<file path="src/design/dtfs_pkg.sv">
// Shared types and constants for the delimited text field splitter.
// No dependencies; imported by delimited_text_field_splitter_top.
package dtfs_pkg;

   localparam int CODE_W   = 16;
   localparam int CMD_W    = 1;
   localparam int KIND_W   = 3;
   localparam int FIELD_W  = 8;
   localparam int COL_W    = 16;
   localparam int CSR_AW   = 5;
   localparam int CSR_DW   = 32;
   localparam int DCOUNT_W = 2;
   localparam int QCOUNT_W = 2;

   localparam logic [CMD_W-1:0] CMD_CHAR = 1'b0;
   localparam logic [CMD_W-1:0] CMD_EOL  = 1'b1;

   localparam logic [KIND_W-1:0] KIND_CHAR      = 3'd0;
   localparam logic [KIND_W-1:0] KIND_END_FIELD = 3'd1;
   localparam logic [KIND_W-1:0] KIND_END_LINE  = 3'd2;
   localparam logic [KIND_W-1:0] KIND_ESC_ERR   = 3'd3;
   localparam logic [KIND_W-1:0] KIND_STRAY     = 3'd4;
   localparam logic [KIND_W-1:0] KIND_OVERFLOW  = 3'd5;

   localparam logic [2:0] REG_DELIM_A     = 3'd0;
   localparam logic [2:0] REG_DELIM_B     = 3'd1;
   localparam logic [2:0] REG_DELIM_C     = 3'd2;
   localparam logic [2:0] REG_DELIM_COUNT = 3'd3;
   localparam logic [2:0] REG_QUOTE_A     = 3'd4;
   localparam logic [2:0] REG_QUOTE_B     = 3'd5;
   localparam logic [2:0] REG_QUOTE_COUNT = 3'd6;
   localparam logic [2:0] REG_ESCAPE      = 3'd7;

   localparam logic [CODE_W-1:0]   RST_DELIM_A     = 16'd44;
   localparam logic [CODE_W-1:0]   RST_DELIM_B     = 16'd9;
   localparam logic [CODE_W-1:0]   RST_DELIM_C     = 16'd32;
   localparam logic [DCOUNT_W-1:0] RST_DELIM_COUNT = 2'd1;
   localparam logic [CODE_W-1:0]   RST_QUOTE_A     = 16'd34;
   localparam logic [CODE_W-1:0]   RST_QUOTE_B     = 16'd39;
   localparam logic [QCOUNT_W-1:0] RST_QUOTE_COUNT = 2'd1;
   localparam logic [CODE_W-1:0]   RST_ESCAPE      = 16'd92;

   localparam logic [CODE_W-1:0] CODE_SPACE   = 16'd32;
   localparam logic [CODE_W-1:0] CODE_WS_LOW  = 16'd9;
   localparam logic [CODE_W-1:0] CODE_WS_HIGH = 16'd13;

endpackage

</file>
<file path="src/design/dtfs_ram.sv">
// Generic single-port-write, single-port-read RAM with registered read data.
// No dependencies; holds the pending whitespace buffer of the splitter.
module dtfs_ram #(
   parameter int WIDTH = 16,
   parameter int DEPTH = 32,
   localparam int AW = (DEPTH > 1) ? $clog2(DEPTH) : 1
) (
   input  logic             clock,
   input  logic             wr_en,
   input  logic [AW-1:0]    wr_addr,
   input  logic [WIDTH-1:0] wr_data,
   input  logic             rd_en,
   input  logic [AW-1:0]    rd_addr,
   output logic [WIDTH-1:0] rd_data
);

   logic [WIDTH-1:0] mem_ff [DEPTH];
   logic [WIDTH-1:0] rd_data_ff;

   always_ff @(posedge clock) begin
      if (wr_en) begin
         mem_ff[wr_addr] <= wr_data;
      end
      if (rd_en) begin
         rd_data_ff <= mem_ff[rd_addr];
      end
   end

   assign rd_data = rd_data_ff;

endmodule

</file>
<file path="src/design/delimited_text_field_splitter_top.sv">
// Delimited text field splitter: parse state machine, CSR block and output register.
// Depends on dtfs_pkg and dtfs_ram (pending whitespace buffer).
//
//   channel  direction  handshake             payload
//   req      in         req_valid / req_stall  cmd, code_unit
//   rsp      out        rsp_valid / rsp_stall  kind, char_out, field_index, column, last
//   csr      in/out     psel penable pready    pwrite, paddr, pwdata, prdata
//
// An item with at most one result needs no burst. A character that flushes n pending
// spaces is a burst: the spaces come out of the buffer RAM's single read port one per
// cycle unless the output stalls, then the character. End of line that closes a field
// gives end of field, then end of line. Reset is synchronous; it clears control state
// only, the buffer RAM is not cleared. rsp_stall holds the output register; req_stall
// is high during a burst and while the output register is full and stalled.
module delimited_text_field_splitter_top #(
   parameter int PENDING_DEPTH = 32
) (
   input  logic                          clock,
   input  logic                          reset,
   input  logic                          req_valid,
   output logic                          req_stall,
   input  logic [dtfs_pkg::CMD_W-1:0]    req_cmd,
   input  logic [dtfs_pkg::CODE_W-1:0]   req_code_unit,
   output logic                          rsp_valid,
   input  logic                          rsp_stall,
   output logic [dtfs_pkg::KIND_W-1:0]   rsp_kind,
   output logic [dtfs_pkg::CODE_W-1:0]   rsp_char_out,
   output logic [dtfs_pkg::FIELD_W-1:0]  rsp_field_index,
   output logic [dtfs_pkg::COL_W-1:0]    rsp_column,
   output logic                          rsp_last,
   input  logic                          psel,
   input  logic                          penable,
   input  logic                          pwrite,
   input  logic [dtfs_pkg::CSR_AW-1:0]   paddr,
   input  logic [dtfs_pkg::CSR_DW-1:0]   pwdata,
   output logic [dtfs_pkg::CSR_DW-1:0]   prdata,
   output logic                          pready
);

   import dtfs_pkg::*;

   localparam int AW = (PENDING_DEPTH > 1) ? $clog2(PENDING_DEPTH) : 1;
   localparam int CW = $clog2(PENDING_DEPTH + 1);

   typedef enum logic [2:0] {
      MODE_OUTSIDE,
      MODE_INSIDE,
      MODE_QUOTED,
      MODE_ESCAPED,
      MODE_AFTER_QUOTE
   } mode_type;

   typedef enum logic [1:0] {
      SEQ_IDLE,
      SEQ_FLUSH,
      SEQ_CHAR,
      SEQ_EOL
   } seq_type;

   logic [CODE_W-1:0]   delim_a_ff, delim_a_in, delim_b_ff, delim_b_in;
   logic [CODE_W-1:0]   delim_c_ff, delim_c_in;
   logic [DCOUNT_W-1:0] delim_count_ff, delim_count_in;
   logic [CODE_W-1:0]   quote_a_ff, quote_a_in, quote_b_ff, quote_b_in;
   logic [QCOUNT_W-1:0] quote_count_ff, quote_count_in;
   logic [CODE_W-1:0]   escape_ff, escape_in;

   mode_type            mode_ff, mode_in;
   seq_type             seq_ff, seq_in;
   logic [CODE_W-1:0]   open_quote_ff, open_quote_in;
   logic [FIELD_W-1:0]  field_ff, field_in;
   logic [COL_W-1:0]    col_ff, col_in;
   logic [CW-1:0]       pcnt_ff, pcnt_in;
   logic                has_text_ff, has_text_in;
   logic                failed_ff, failed_in;
   logic [CW-1:0]       flush_cnt_ff, flush_cnt_in;
   logic [CW-1:0]       rd_idx_ff, rd_idx_in;
   logic [CODE_W-1:0]   held_char_ff, held_char_in;

   logic                rsp_valid_ff, rsp_valid_in;
   logic [KIND_W-1:0]   rsp_kind_ff, rsp_kind_in;
   logic [CODE_W-1:0]   rsp_char_ff, rsp_char_in;
   logic [FIELD_W-1:0]  rsp_field_ff, rsp_field_in;
   logic [COL_W-1:0]    rsp_col_ff, rsp_col_in;
   logic                rsp_last_ff, rsp_last_in;

   logic                out_free, req_fire, csr_write;
   logic [2:0]          csr_index;
   logic [CODE_W-1:0]   c;
   logic                c_space, c_delim, c_quote;
   logic [COL_W-1:0]    col_inc;
   logic [FIELD_W-1:0]  field_inc;
   logic                do_take, do_end;
   logic                emit;
   logic [KIND_W-1:0]   emit_kind;
   logic [CODE_W-1:0]   emit_char;
   logic [FIELD_W-1:0]  emit_field;
   logic [COL_W-1:0]    emit_col;
   logic                emit_last;
   logic                ram_wr_en, ram_rd_en;
   logic [AW-1:0]       ram_rd_addr;
   logic [CODE_W-1:0]   ram_rd_data;

   dtfs_ram #(
      .WIDTH(CODE_W),
      .DEPTH(PENDING_DEPTH)
   ) u_pending (
      .clock  (clock),
      .wr_en  (ram_wr_en),
      .wr_addr(pcnt_ff[AW-1:0]),
      .wr_data(c),
      .rd_en  (ram_rd_en),
      .rd_addr(ram_rd_addr),
      .rd_data(ram_rd_data)
   );

   assign out_free  = !rsp_valid_ff || !rsp_stall;
   assign req_stall = !((seq_ff == SEQ_IDLE) && out_free);
   assign req_fire  = req_valid && !req_stall;
   assign csr_write = psel && penable && pwrite;
   assign csr_index = paddr[4:2];
   assign pready    = 1'b1;

   assign c         = req_code_unit;
   assign c_space   = (c == CODE_SPACE) || ((c >= CODE_WS_LOW) && (c <= CODE_WS_HIGH));
   assign c_delim   = ((delim_count_ff >= 2'd1) && (c == delim_a_ff)) ||
                      ((delim_count_ff >= 2'd2) && (c == delim_b_ff)) ||
                      ((delim_count_ff >= 2'd3) && (c == delim_c_ff));
   assign c_quote   = ((quote_count_ff >= 2'd1) && (c == quote_a_ff)) ||
                      ((quote_count_ff >= 2'd2) && (c == quote_b_ff));
   assign col_inc   = (col_ff == '1) ? col_ff : col_ff + COL_W'(1);
   assign field_inc = (field_ff == '1) ? field_ff : field_ff + FIELD_W'(1);

   // csr block
   always_comb begin
      delim_a_in     = delim_a_ff;
      delim_b_in     = delim_b_ff;
      delim_c_in     = delim_c_ff;
      delim_count_in = delim_count_ff;
      quote_a_in     = quote_a_ff;
      quote_b_in     = quote_b_ff;
      quote_count_in = quote_count_ff;
      escape_in      = escape_ff;
      if (csr_write) begin
         unique case (csr_index)
            REG_DELIM_A:     delim_a_in     = pwdata[CODE_W-1:0];
            REG_DELIM_B:     delim_b_in     = pwdata[CODE_W-1:0];
            REG_DELIM_C:     delim_c_in     = pwdata[CODE_W-1:0];
            REG_DELIM_COUNT: delim_count_in = pwdata[DCOUNT_W-1:0];
            REG_QUOTE_A:     quote_a_in     = pwdata[CODE_W-1:0];
            REG_QUOTE_B:     quote_b_in     = pwdata[CODE_W-1:0];
            REG_QUOTE_COUNT: quote_count_in = pwdata[QCOUNT_W-1:0];
            REG_ESCAPE:      escape_in      = pwdata[CODE_W-1:0];
            default: ;
         endcase
      end
   end

   always_comb begin
      unique case (csr_index)
         REG_DELIM_A:     prdata = CSR_DW'(delim_a_ff);
         REG_DELIM_B:     prdata = CSR_DW'(delim_b_ff);
         REG_DELIM_C:     prdata = CSR_DW'(delim_c_ff);
         REG_DELIM_COUNT: prdata = CSR_DW'(delim_count_ff);
         REG_QUOTE_A:     prdata = CSR_DW'(quote_a_ff);
         REG_QUOTE_B:     prdata = CSR_DW'(quote_b_ff);
         REG_QUOTE_COUNT: prdata = CSR_DW'(quote_count_ff);
         REG_ESCAPE:      prdata = CSR_DW'(escape_ff);
         default:         prdata = '0;
      endcase
   end

   // parser and burst sequencer
   always_comb begin
      mode_in       = mode_ff;
      seq_in        = seq_ff;
      open_quote_in = open_quote_ff;
      field_in      = field_ff;
      col_in        = col_ff;
      pcnt_in       = pcnt_ff;
      has_text_in   = has_text_ff;
      failed_in     = failed_ff;
      flush_cnt_in  = flush_cnt_ff;
      rd_idx_in     = rd_idx_ff;
      held_char_in  = held_char_ff;
      do_take       = 1'b0;
      do_end        = 1'b0;
      emit          = 1'b0;
      emit_kind     = KIND_CHAR;
      emit_char     = '0;
      emit_field    = field_ff;
      emit_col      = col_ff;
      emit_last     = 1'b1;
      ram_wr_en     = 1'b0;
      ram_rd_en     = 1'b0;
      ram_rd_addr   = '0;

      unique case (seq_ff)
         SEQ_IDLE: begin
            if (req_fire && (req_cmd == CMD_EOL)) begin
               if (!failed_ff && has_text_ff && (mode_ff != MODE_AFTER_QUOTE)) begin
                  emit      = 1'b1;
                  emit_kind = KIND_END_FIELD;
                  emit_last = 1'b0;
                  field_in  = field_inc;
                  seq_in    = SEQ_EOL;
               end else begin
                  emit          = 1'b1;
                  emit_kind     = KIND_END_LINE;
                  mode_in       = MODE_OUTSIDE;
                  open_quote_in = '0;
                  field_in      = '0;
                  col_in        = '0;
                  pcnt_in       = '0;
                  has_text_in   = 1'b0;
                  failed_in     = 1'b0;
               end
            end else if (req_fire) begin
               col_in   = col_inc;
               emit_col = col_inc;
               if (!failed_ff) begin
                  unique case (mode_ff)
                     MODE_OUTSIDE: begin
                        if (c_delim) begin
                           do_end = 1'b1;
                        end else if (c_quote) begin
                           mode_in       = MODE_QUOTED;
                           open_quote_in = c;
                        end else begin
                           mode_in = MODE_INSIDE;
                           do_take = 1'b1;
                        end
                     end
                     MODE_INSIDE: begin
                        if (c_delim) begin
                           do_end  = 1'b1;
                           mode_in = MODE_OUTSIDE;
                        end else begin
                           do_take = 1'b1;
                        end
                     end
                     MODE_QUOTED: begin
                        if (c_quote) begin
                           do_end  = 1'b1;
                           mode_in = MODE_AFTER_QUOTE;
                        end else if (c == escape_ff) begin
                           mode_in = MODE_ESCAPED;
                        end else begin
                           do_take = 1'b1;
                        end
                     end
                     MODE_ESCAPED: begin
                        if ((c == escape_ff) || (c == open_quote_ff)) begin
                           do_take = 1'b1;
                           mode_in = MODE_QUOTED;
                        end else begin
                           emit      = 1'b1;
                           emit_kind = KIND_ESC_ERR;
                           emit_char = c;
                           failed_in = 1'b1;
                        end
                     end
                     MODE_AFTER_QUOTE: begin
                        if (c_delim) begin
                           mode_in = MODE_OUTSIDE;
                        end else begin
                           emit      = 1'b1;
                           emit_kind = KIND_STRAY;
                           emit_char = c;
                        end
                     end
                     default: ;
                  endcase
               end
               if (do_end) begin
                  emit        = 1'b1;
                  emit_kind   = KIND_END_FIELD;
                  field_in    = field_inc;
                  pcnt_in     = '0;
                  has_text_in = 1'b0;
               end
               if (do_take) begin
                  if (c_space) begin
                     if (has_text_ff) begin
                        if (pcnt_ff >= CW'(PENDING_DEPTH)) begin
                           emit      = 1'b1;
                           emit_kind = KIND_OVERFLOW;
                           emit_char = c;
                        end else begin
                           ram_wr_en = 1'b1;
                           pcnt_in   = pcnt_ff + CW'(1);
                        end
                     end
                  end else begin
                     has_text_in = 1'b1;
                     pcnt_in     = '0;
                     if (pcnt_ff != '0) begin
                        ram_rd_en    = 1'b1;
                        flush_cnt_in = pcnt_ff;
                        rd_idx_in    = CW'(1);
                        held_char_in = c;
                        seq_in       = SEQ_FLUSH;
                     end else begin
                        emit      = 1'b1;
                        emit_kind = KIND_CHAR;
                        emit_char = c;
                     end
                  end
               end
            end
         end
         SEQ_FLUSH: begin
            if (out_free) begin
               emit      = 1'b1;
               emit_kind = KIND_CHAR;
               emit_char = ram_rd_data;
               emit_last = 1'b0;
               if (rd_idx_ff < flush_cnt_ff) begin
                  ram_rd_en   = 1'b1;
                  ram_rd_addr = rd_idx_ff[AW-1:0];
                  rd_idx_in   = rd_idx_ff + CW'(1);
               end else begin
                  seq_in = SEQ_CHAR;
               end
            end
         end
         SEQ_CHAR: begin
            if (out_free) begin
               emit      = 1'b1;
               emit_kind = KIND_CHAR;
               emit_char = held_char_ff;
               seq_in    = SEQ_IDLE;
            end
         end
         SEQ_EOL: begin
            if (out_free) begin
               emit          = 1'b1;
               emit_kind     = KIND_END_LINE;
               seq_in        = SEQ_IDLE;
               mode_in       = MODE_OUTSIDE;
               open_quote_in = '0;
               field_in      = '0;
               col_in        = '0;
               pcnt_in       = '0;
               has_text_in   = 1'b0;
               failed_in     = 1'b0;
            end
         end
         default: ;
      endcase
   end

   // output register
   always_comb begin
      rsp_valid_in = rsp_valid_ff && rsp_stall;
      rsp_kind_in  = rsp_kind_ff;
      rsp_char_in  = rsp_char_ff;
      rsp_field_in = rsp_field_ff;
      rsp_col_in   = rsp_col_ff;
      rsp_last_in  = rsp_last_ff;
      if (emit) begin
         rsp_valid_in = 1'b1;
         rsp_kind_in  = emit_kind;
         rsp_char_in  = emit_char;
         rsp_field_in = emit_field;
         rsp_col_in   = emit_col;
         rsp_last_in  = emit_last;
      end
   end

   always_ff @(posedge clock) begin
      if (reset) begin
         delim_a_ff     <= RST_DELIM_A;
         delim_b_ff     <= RST_DELIM_B;
         delim_c_ff     <= RST_DELIM_C;
         delim_count_ff <= RST_DELIM_COUNT;
         quote_a_ff     <= RST_QUOTE_A;
         quote_b_ff     <= RST_QUOTE_B;
         quote_count_ff <= RST_QUOTE_COUNT;
         escape_ff      <= RST_ESCAPE;
         mode_ff        <= MODE_OUTSIDE;
         seq_ff         <= SEQ_IDLE;
         open_quote_ff  <= '0;
         field_ff       <= '0;
         col_ff         <= '0;
         pcnt_ff        <= '0;
         has_text_ff    <= 1'b0;
         failed_ff      <= 1'b0;
         rsp_valid_ff   <= 1'b0;
      end else begin
         delim_a_ff     <= delim_a_in;
         delim_b_ff     <= delim_b_in;
         delim_c_ff     <= delim_c_in;
         delim_count_ff <= delim_count_in;
         quote_a_ff     <= quote_a_in;
         quote_b_ff     <= quote_b_in;
         quote_count_ff <= quote_count_in;
         escape_ff      <= escape_in;
         mode_ff        <= mode_in;
         seq_ff         <= seq_in;
         open_quote_ff  <= open_quote_in;
         field_ff       <= field_in;
         col_ff         <= col_in;
         pcnt_ff        <= pcnt_in;
         has_text_ff    <= has_text_in;
         failed_ff      <= failed_in;
         rsp_valid_ff   <= rsp_valid_in;
      end
      flush_cnt_ff <= flush_cnt_in;
      rd_idx_ff    <= rd_idx_in;
      held_char_ff <= held_char_in;
      rsp_kind_ff  <= rsp_kind_in;
      rsp_char_ff  <= rsp_char_in;
      rsp_field_ff <= rsp_field_in;
      rsp_col_ff   <= rsp_col_in;
      rsp_last_ff  <= rsp_last_in;
   end

   assign rsp_valid       = rsp_valid_ff;
   assign rsp_kind        = rsp_kind_ff;
   assign rsp_char_out    = rsp_char_ff;
   assign rsp_field_index = rsp_field_ff;
   assign rsp_column      = rsp_col_ff;
   assign rsp_last        = rsp_last_ff;

endmodule
</file>
<file path="config.mk">
export PLATFORM = sky130hd
export DESIGN_NAME = delimited_text_field_splitter_top
export DESIGN_NICKNAME = d
export VERILOG_FILES = /design/src/design/dtfs_pkg.sv /design/src/design/dtfs_ram.sv /design/src/design/delimited_text_field_splitter_top.sv
export SDC_FILE = /design/constraint.sdc
export NUM_CORES = 1
export LEC_CHECK = 0
export BUFFER_PORTS_ARGS = -buffer_cell sky130_fd_sc_hd__buf_2
export CAP_MARGIN = 20
export CORE_ASPECT_RATIO = 0.75
export CORE_MARGIN = 3
export CORE_UTILIZATION = 55
export CTS_BUF_LIST = sky130_fd_sc_hd__clkbuf_4 sky130_fd_sc_hd__clkbuf_8 sky130_fd_sc_hd__clkbuf_16
export DETAILED_ROUTE_END_ITERATION = 16
export GPL_TIMING_DRIVEN = 0
export PLACE_DENSITY = 0.75
export SLEW_MARGIN = 0
export SYNTH_ARGS = -nofsm -noshare
export SYNTH_HDL_FRONTEND = slang
export SYNTH_SLANG_ARGS = --single-unit
</file>
<file path="constraint.sdc">
create_clock -name clock -period 4.5 [get_ports clock]
set_input_delay 0.225 -clock clock [delete_from_list [all_inputs] [get_ports clock]]
set_output_delay 0.225 -clock clock [all_outputs]
set_load 0.01 [all_outputs]
</file>
==> results_dict.tcl, run 1 <==
set metrics [dict create \
    run_status "completed" \
    antenna_violating_nets_post_route 0 \
    area.growth.synth_to_final_pct 13.7 \
    transition_time_at_the_pin_with_the_least_slew_margin_ns 1.10 \
    syn_area_mm2 0.0328 \
    buffer_ports.inserted 99 \
    post-route-drc-count 0 \
    min_period_ns 4.43 \
    gr-usage-all-layers_pct 30.5 \
    top_achievable_clock_speed_ghz 0.226 \
    hold_class "primary input to register" \
    largest_family_of_logic_cells_by_synthesized_area "simple AND/OR/NAND/NOR gates" \
    post_synth_mux_area_share_pct 7.64 \
    core_mm2 0.0582 \
    cp.arrival_ns 4.76 \
    global_route_wire_length_before_repair_mm 141 \
    yosysWarnings 0 \
    layout.cells.most_common "edfxtp_1" \
    post-route-period-util_pct 98.4 \
    die_area_mm2 0.0627 \
    num_rows 76 \
    routabilityCongestion 1.02 \
    drt-wirelength-per-cell_um 26.5 \
    dr.pass1.iters 6 \
    syn_avg_cell_area_um2 12.8 \
    cts_num_sinks 754 \
    cts.reportedPaths.clkPinSlew_ns 0.06 \
    setup_viol_count_final 0 \
    synth.distinct_cells 75 \
    synth-main-ff-cell "edfxtp_1" \
    initial_utilization_pct 56.4 \
    max_h_tree_level 3 \
    totalNegativeSetupSlack_ns 0 \
    tritoncts_clock_tree "done" \
    synth_area_leader_cell "edfxtp_1" \
    critical_path_peak_fanout 10 \
    clock_tree.root_cell "clkbuf_16" \
    seq_area_frac_synth_pct 64.3 \
    worst_hold_startpoint "req_valid" \
    power.leakage_uw 0.0128 \
    drive_gt1_share_pct 15.2 \
    synth_xor_xnor_area_share_pct 3.52 \
    r2r-start "escape_ff[2]" \
    clock-skew-final_ns 0.0257 \
    timing.final.max_slew_violations 0 \
    setup.worst_path.end_class "register" \
    num_io_pins 140 \
    cell_types_occupying_the_most_area_after_synthesis "edfxtp_1 (55%), dfxtp_1 (9.4%), mux4_2 (3.4%), nand2_1 (3.4%), a21oi_1 (2.9%)" \
    antenna_found_initial 1 \
    finish.instance_area_mm2 0.0373 \
    setup.reg_to_reg.worst_slack_ns 0.07 \
    antenna-diode-count 0 \
    initialDrtViolationCount 3122 \
    path_class "register to register" \
    vias 23200 \
    rsz0062_at_grt "yes" \
    hold-worst-slack_ns 0.0785 \
    ys_async_sr_fraction_pct 0 \
    placedInstanceArea_mm2 0.0346 \
    p_int_uw 11600 \
    startpoint_type "register" \
    max-vdd-ir-drop_mv 0.270 \
    worstSetupStartpoint "escape_ff[2]" \
    clk-insertion-delay-late_ns 0.63 \
    p_sw_share_pct 24.3 \
    grt_start_max_net_pins 38 \
    worst_endpoint_required_time_ns 4.84 \
    fin_nets 2874 \
    critical_path.endpoint "u_pending.mem_ff[27][2]" \
    synthDominantCellAreaShare_pct 54.9 \
    synth-seq-cells 754 \
    worst-r2r-cell-count 11 \
    grt_pass1_vias 22100 \
    power.share.combinational_pct 9.7 \
    die_h_um 218 \
    slew_headroom_pct 26.6 \
    synth-edff-count 600 \
    synth_compound_gate_area_share_pct 10.1 \
    power-per-cell-area_mw_per_mm2 411 \
    detail_route.vias_per_cell 6.38 \
    post_synth_fa_ha_maj_area_fraction_pct 0.648 \
    seq_power_share_pct 50.7 \
    syn-instance-count 2571 \
    leading_cell_types_in_the_layout_fill_and_taps_excluded "edfxtp_1 (600), nand2_1 (293), a21oi_1 (191)" \
    power.share.clock_pct 39.6 \
    total_gr_overflow 0 \
    cap_violations 0 \
    worst_r2r_endpoint "u_pending.mem_ff[27][2]" \
    post_synthesis_simple_gate_area_fraction_pct 10.7 \
    numCtsBuffers 73 \
    fp.dieW_um 288 \
    wirelength_mm 96.1 \
    netSwitchingPower_uw 3740 \
    timing.final.hold_violations 0 \
    place_hpwl_mm 66.1 \
    cts_max_path_bufs 3 \
]
## cell families after synthesis
| kind of cell | count (synthesis) |
|---|---|
| AO/OA/AOI/OAI | 508 |
| flip-flops | 754 |
| multiplexers | 183 |
| adder cells (fa/ha/maj) | 17 |
| buffers and inverters | 225 |
| AND/OR/NAND/NOR | 750 |
| XOR/XNOR | 132 |
| other | 2 |
## routing by layer
| layer | routed length, um | global-route usage [%] | up-vias | part of all wire, % |
|---|---|---|---|---|
| met2 | 40800 | 42.9 | 1428 | 42 |
| li1 | - | - | 10100 | - |
| met1 | 40500 | 45.6 | 11500 | 42 |
| met4 | 2500 | 8.64 | 0 | 2.6 |
| met3 | 12300 | 9.69 | 174 | 13 |
| met5 | 0 | 0 | - | 0 |
## sequential cells by signal, indices dropped and copies added, names as in the netlist, 6 cells and up
register / count
rd_idx_ff: 6
escape_ff: 16
quote_a_ff: 16
held_char_ff: 16
u_pending.rd_data: 16
pcnt_ff: 6
u_pending.mem_ff: 512
delim_a_ff: 16
col_ff: 16
delim_c_ff: 16
delim_b_ff: 16
rsp_column: 16
open_quote_ff: 16
emit_field: 8
flush_cnt_ff: 6
quote_b_ff: 16
rsp_char_out: 16
rsp_field_index: 8
## power groups by stage
stage / clock network, uW / registers [uW] / logic (uW)
3_5_place_dp: 0 / 7930 / 1440
5_1_grt: 6410 / 7790 / 1590
3_3_place_gp: 0 / 7930 / 1390
4_1_cts: 6130 / 7780 / 1450
2_1_floorplan: 0 / 7960 / 797
6_report: 6080 / 7780 / 1490
## cell type report
type,instances,area (um2)
flip-flops and latches,754,21100
fillers,4264,20900
multi-input cells,1607,10900
clock buffers,92,2040
well taps,780,976
repair buffers,136,912
plain buffers,187,882
clock inverters,37,327
inverters,37,139
## worst max-delay path: stages (launching register included)
cell,delay (ns)
dfxtp_1,0.34
xnor2_1,0.39
nand4_1,0.28
nor4_2,0.64
nor2_1,0.20
nor3b_1,0.23
a211o_1,0.14
buf_6,0.13
nand2_1,0.12
or3_1,0.83
nor2_2,0.62
buf_6,0.22
## Yosys cell counts, types with 31 or more instances
master / number
nor3_1: 39
mux4_2: 50
xor2_1: 68
o2bb2ai_1: 33
dfxtp_1: 154
inv_1: 36
nand3_1: 84
o221ai_1: 38
a221oi_1: 36
mux2i_1: 92
xnor2_1: 64
a211oi_1: 31
a31oi_1: 36
edfxtp_1: 600
a21oi_1: 192
mux2_2: 41
o21ai_0: 74
clkbuf_1: 121
nor2_1: 153
nand2_1: 296
## how the worst min path moves through the flow
stage / to / slack (ns) / depth (start not counted)
floorplan: held_char_ff[0] / 0.32 / 0
global placement: flush_cnt_ff[4] / 0.42 / 0
detailed placement: flush_cnt_ff[4] / 0.42 / 0
CTS: rsp_kind[1] / 0.05 / 3
global route: rsp_kind[1] / 0.06 / 3
finish: rsp_kind[1] / 0.08 / 3
## what timing repair did
action                                 in CTS  in global routing
hold buffers                               14                  0
gates cloned                                0                  0
pin swaps                                   0                  1
buffers inserted                            0                  1
endpoints found under the hold margin      84                  0
resized for setup                           4                 41
setup endpoints to repair                 262                435
## stage by stage
stage	power (uW)	std cells	worst slack, ns	utilization [%]
finish	15400	3630	0.0715	64.1
detailed placement	9370	3487	-0.827	59.5
global route	15800	3630	-0.0271	64.1
floorplan	8760	2586	0.893	-
global placement	9320	3465	-1.10	59.0
CTS	15400	3629	-0.0792	63.8
Power figures use the tool's default switching activity.
==> run 2: changes to the inputs <==
- SYNTH_HIERARCHICAL: not set -> 1
==> results_dict.tcl, run 2 <==
set metrics [dict create \
    run_status "completed" \
    transition_time_at_the_pin_with_the_least_slew_margin_ns 1.20 \
    worst_hold_startpoint "req_code_unit[13]" \
    worstSetupStartpoint "req_code_unit[2]" \
    post-route-period-util_pct 99.1 \
    antenna_found_initial 0 \
    synthDominantCellAreaShare_pct 54.5 \
    synth_xor_xnor_area_share_pct 3.37 \
    post_synthesis_simple_gate_area_fraction_pct 10.2 \
    synth.distinct_cells 83 \
    hold-path-endpoint "u_pending/mem_ff[14][13]" \
    place_hpwl_mm 63.7 \
    post_synth_fa_ha_maj_area_fraction_pct 0.568 \
    antenna_violating_nets_post_route 0 \
    cts_num_sinks 754 \
    global_route_wire_length_before_repair_mm 135 \
    clk-insertion-delay-late_ns 0.63 \
    most_frequently_used_cell_type_in_the_post_synthesis_netlist "edfxtp_1" \
    cp.arrival_ns 4.77 \
    syn-instance-count 2567 \
    wirelength_mm 92.6 \
    layout.area.seq_mm2 0.0211 \
    leading_cell_types_in_the_layout_fill_and_taps_excluded "edfxtp_1 (600), nand2_1 (317), mux2i_1 (285)" \
    die_h_um 218 \
    gr-usage-all-layers_pct 29.0 \
    top_achievable_clock_speed_ghz 0.224 \
    tritoncts_clock_tree "done" \
    startpoint_type "primary input" \
    vias 23000 \
    yosysWarnings 6 \
    die_area_mm2 0.0631 \
    seq_area_frac_synth_pct 63.9 \
    drive_gt1_share_pct 14.8 \
    numCtsBuffers 74 \
    fp.dieW_um 289 \
    worst_endpoint_required_time_ns 4.81 \
    multiInputGateArea_mm2 0.0110 \
    min_period_ns 4.46 \
    cap_violations 0 \
    grt_pass1_vias 21500 \
    setup.reg_to_reg.worst_slack_ns 0.10 \
    layout.cells.most_common "edfxtp_1" \
    netlist_top_cells_count "edfxtp_1 (600), nand2_1 (317), mux2i_1 (285)" \
    post_synth_mux_area_share_pct 9.15 \
    dr.pass1.iters 6 \
    timing.final.max_slew_violations 0 \
    grt_start_max_net_pins 44 \
    cts.reportedPaths.clkPinSlew_ns 0.06 \
    depth_of_the_worst_hold_timing_path 1 \
    total_gr_overflow 0 \
    synth-seq-cells 754 \
    num_rows 77 \
    power-per-cell-area_mw_per_mm2 397 \
    fillers 4413 \
    detail_route.vias_per_cell 6.29 \
    path_class "primary input to register" \
    routabilityCongestion 1.03 \
    syn_avg_cell_area_um2 12.9 \
    largest_register_ffs 512 \
    r2r-start "escape_ff[0]" \
    ys_async_sr_fraction_pct 0 \
    initial_utilization_pct 55.8 \
    drt-wirelength-per-cell_um 25.3 \
    clock_tree.root_cell "clkbuf_16" \
    synth_area_leader_cell "edfxtp_1" \
    fin_nets 2884 \
    clock-skew-final_ns 0.0285 \
    synth-main-ff-cell "edfxtp_1" \
    slew_headroom_pct 19.7 \
    core_mm2 0.0592 \
    num_io_pins 140 \
    synth-edff-count 600 \
    setup_viol_count_final 0 \
    rsz0062_at_grt "no" \
    finalPower_uw 15000 \
    totalNegativeSetupSlack_ns 0 \
    worst_r2r_endpoint "u_pending/mem_ff[15][9]" \
    post-route-drc-count 0 \
    setup.worst_path.end_class "register" \
    max-vdd-ir-drop_mv 0.286 \
    registers.top_by_ff_count "u_pending/mem_ff" \
    buffer_ports.inserted 99 \
    power.leakage_uw 0.0124 \
    synth_compound_gate_area_share_pct 9.40 \
    hold_class "primary input to register" \
    syn_area_mm2 0.0330 \
    cts_max_path_bufs 3 \
    cell_types_occupying_the_most_area_after_synthesis "edfxtp_1 (55%), dfxtp_1 (9.3%), mux2i_1 (8.6%), nand2_1 (3.6%), a21oi_1 (2.7%)" \
    max_h_tree_level 3 \
    largest_family_of_logic_cells_by_synthesized_area "simple AND/OR/NAND/NOR gates" \
    critical_path_peak_fanout 35 \
    timing.final.hold_violations 0 \
    area.growth.synth_to_final_pct 14.1 \
    final_core_utilization_pct 63.7 \
    initialDrtViolationCount 3490 \
    worst-r2r-cell-count 10 \
]
==> run 2: area by class of cell <==
cell class	instances	share of cell area, %
sequential	754	56.0
multi-input combinational	1633	29.3
clock buffer	99	5.52
timing repair buffer	152	2.79
buffer	169	2.73
tap	790	2.62
clock inverter	35	0.836
inverter	24	0.239
antenna	2	0.0133
==> run 2: cells by family (layout without fill, tap and decap cells) <==
group	after synthesis	after routing
AO/OA/AOI/OAI	456	456
other	2	19
multiplexers	299	299
adder cells (fa/ha/maj)	15	15
XOR/XNOR	127	127
AND/OR/NAND/NOR	719	719
flip-flops	754	754
buffers and inverters	195	479
==> run 2: worst max-delay path by stage <==
stage                                    endpoint  slack, ns
after floorplan           u_pending/mem_ff[28][0]       0.74
after global placement    u_pending/mem_ff[20][8]      -1.85
after detailed placement   u_pending/mem_ff[0][7]      -1.56
after CTS                 u_pending/mem_ff[24][8]      0.002
after global routing      u_pending/mem_ff[15][9]       0.03
final                     u_pending/mem_ff[15][9]       0.04
==> run 2: routing by layer <==
metal / up-vias / share of wire [%] / track usage, % / wire length (um)
li1: 10100 / - / - / -
met4: 0 / 2.9 / 8.63 / 2640
met3: 202 / 12 / 8.59 / 11100
met1: 11400 / 43 / 43.4 / 39700
met5: - / 0 / 0 / 0
met2: 1325 / 42 / 40.7 / 39200
==> run 2: critical path, stage by stage <==
cell,delay [ns]
buf_4,0.42
buf_2,0.47
xor2_1,0.37
nor4_1,0.08
and3_1,0.19
o2111ai_1,0.18
o2111ai_1,0.39
o22a_2,0.41
nor4_2,0.55
nand3_2,0.50
nor2_1,0.62
buf_4,0.33
==> run 2: repair_timing <==
item | CTS | global route
setup buffers | 0 | 4
endpoints found under the hold margin | 95 | 0
gates resized for setup | 30 | 17
endpoints found under the setup margin | 512 | 365
hold buffers | 18 | 0
pin swaps | 1 | 2
==> run 2: through the flow <==
step | setup slack, ns | hold slack (ns) | instances | cell area (um2)
CTS | 0.00246 | 0.0412 | 3653 | 37600
global placement | -1.85 | 0.452 | 3471 | 34600
detailed placement | -1.56 | 0.455 | 3502 | 34900
finish | 0.0415 | 0.0591 | 3658 | 37700
floorplan | 0.744 | 0.324 | 2582 | 33100
global route | 0.0261 | 0.0619 | 3656 | 37700
==> run 2: power breakdown <==
part,internal [uW],switching (uW)
registers,7640,55.6
clock network,3500,2600
logic,345,816
total,11500,3470
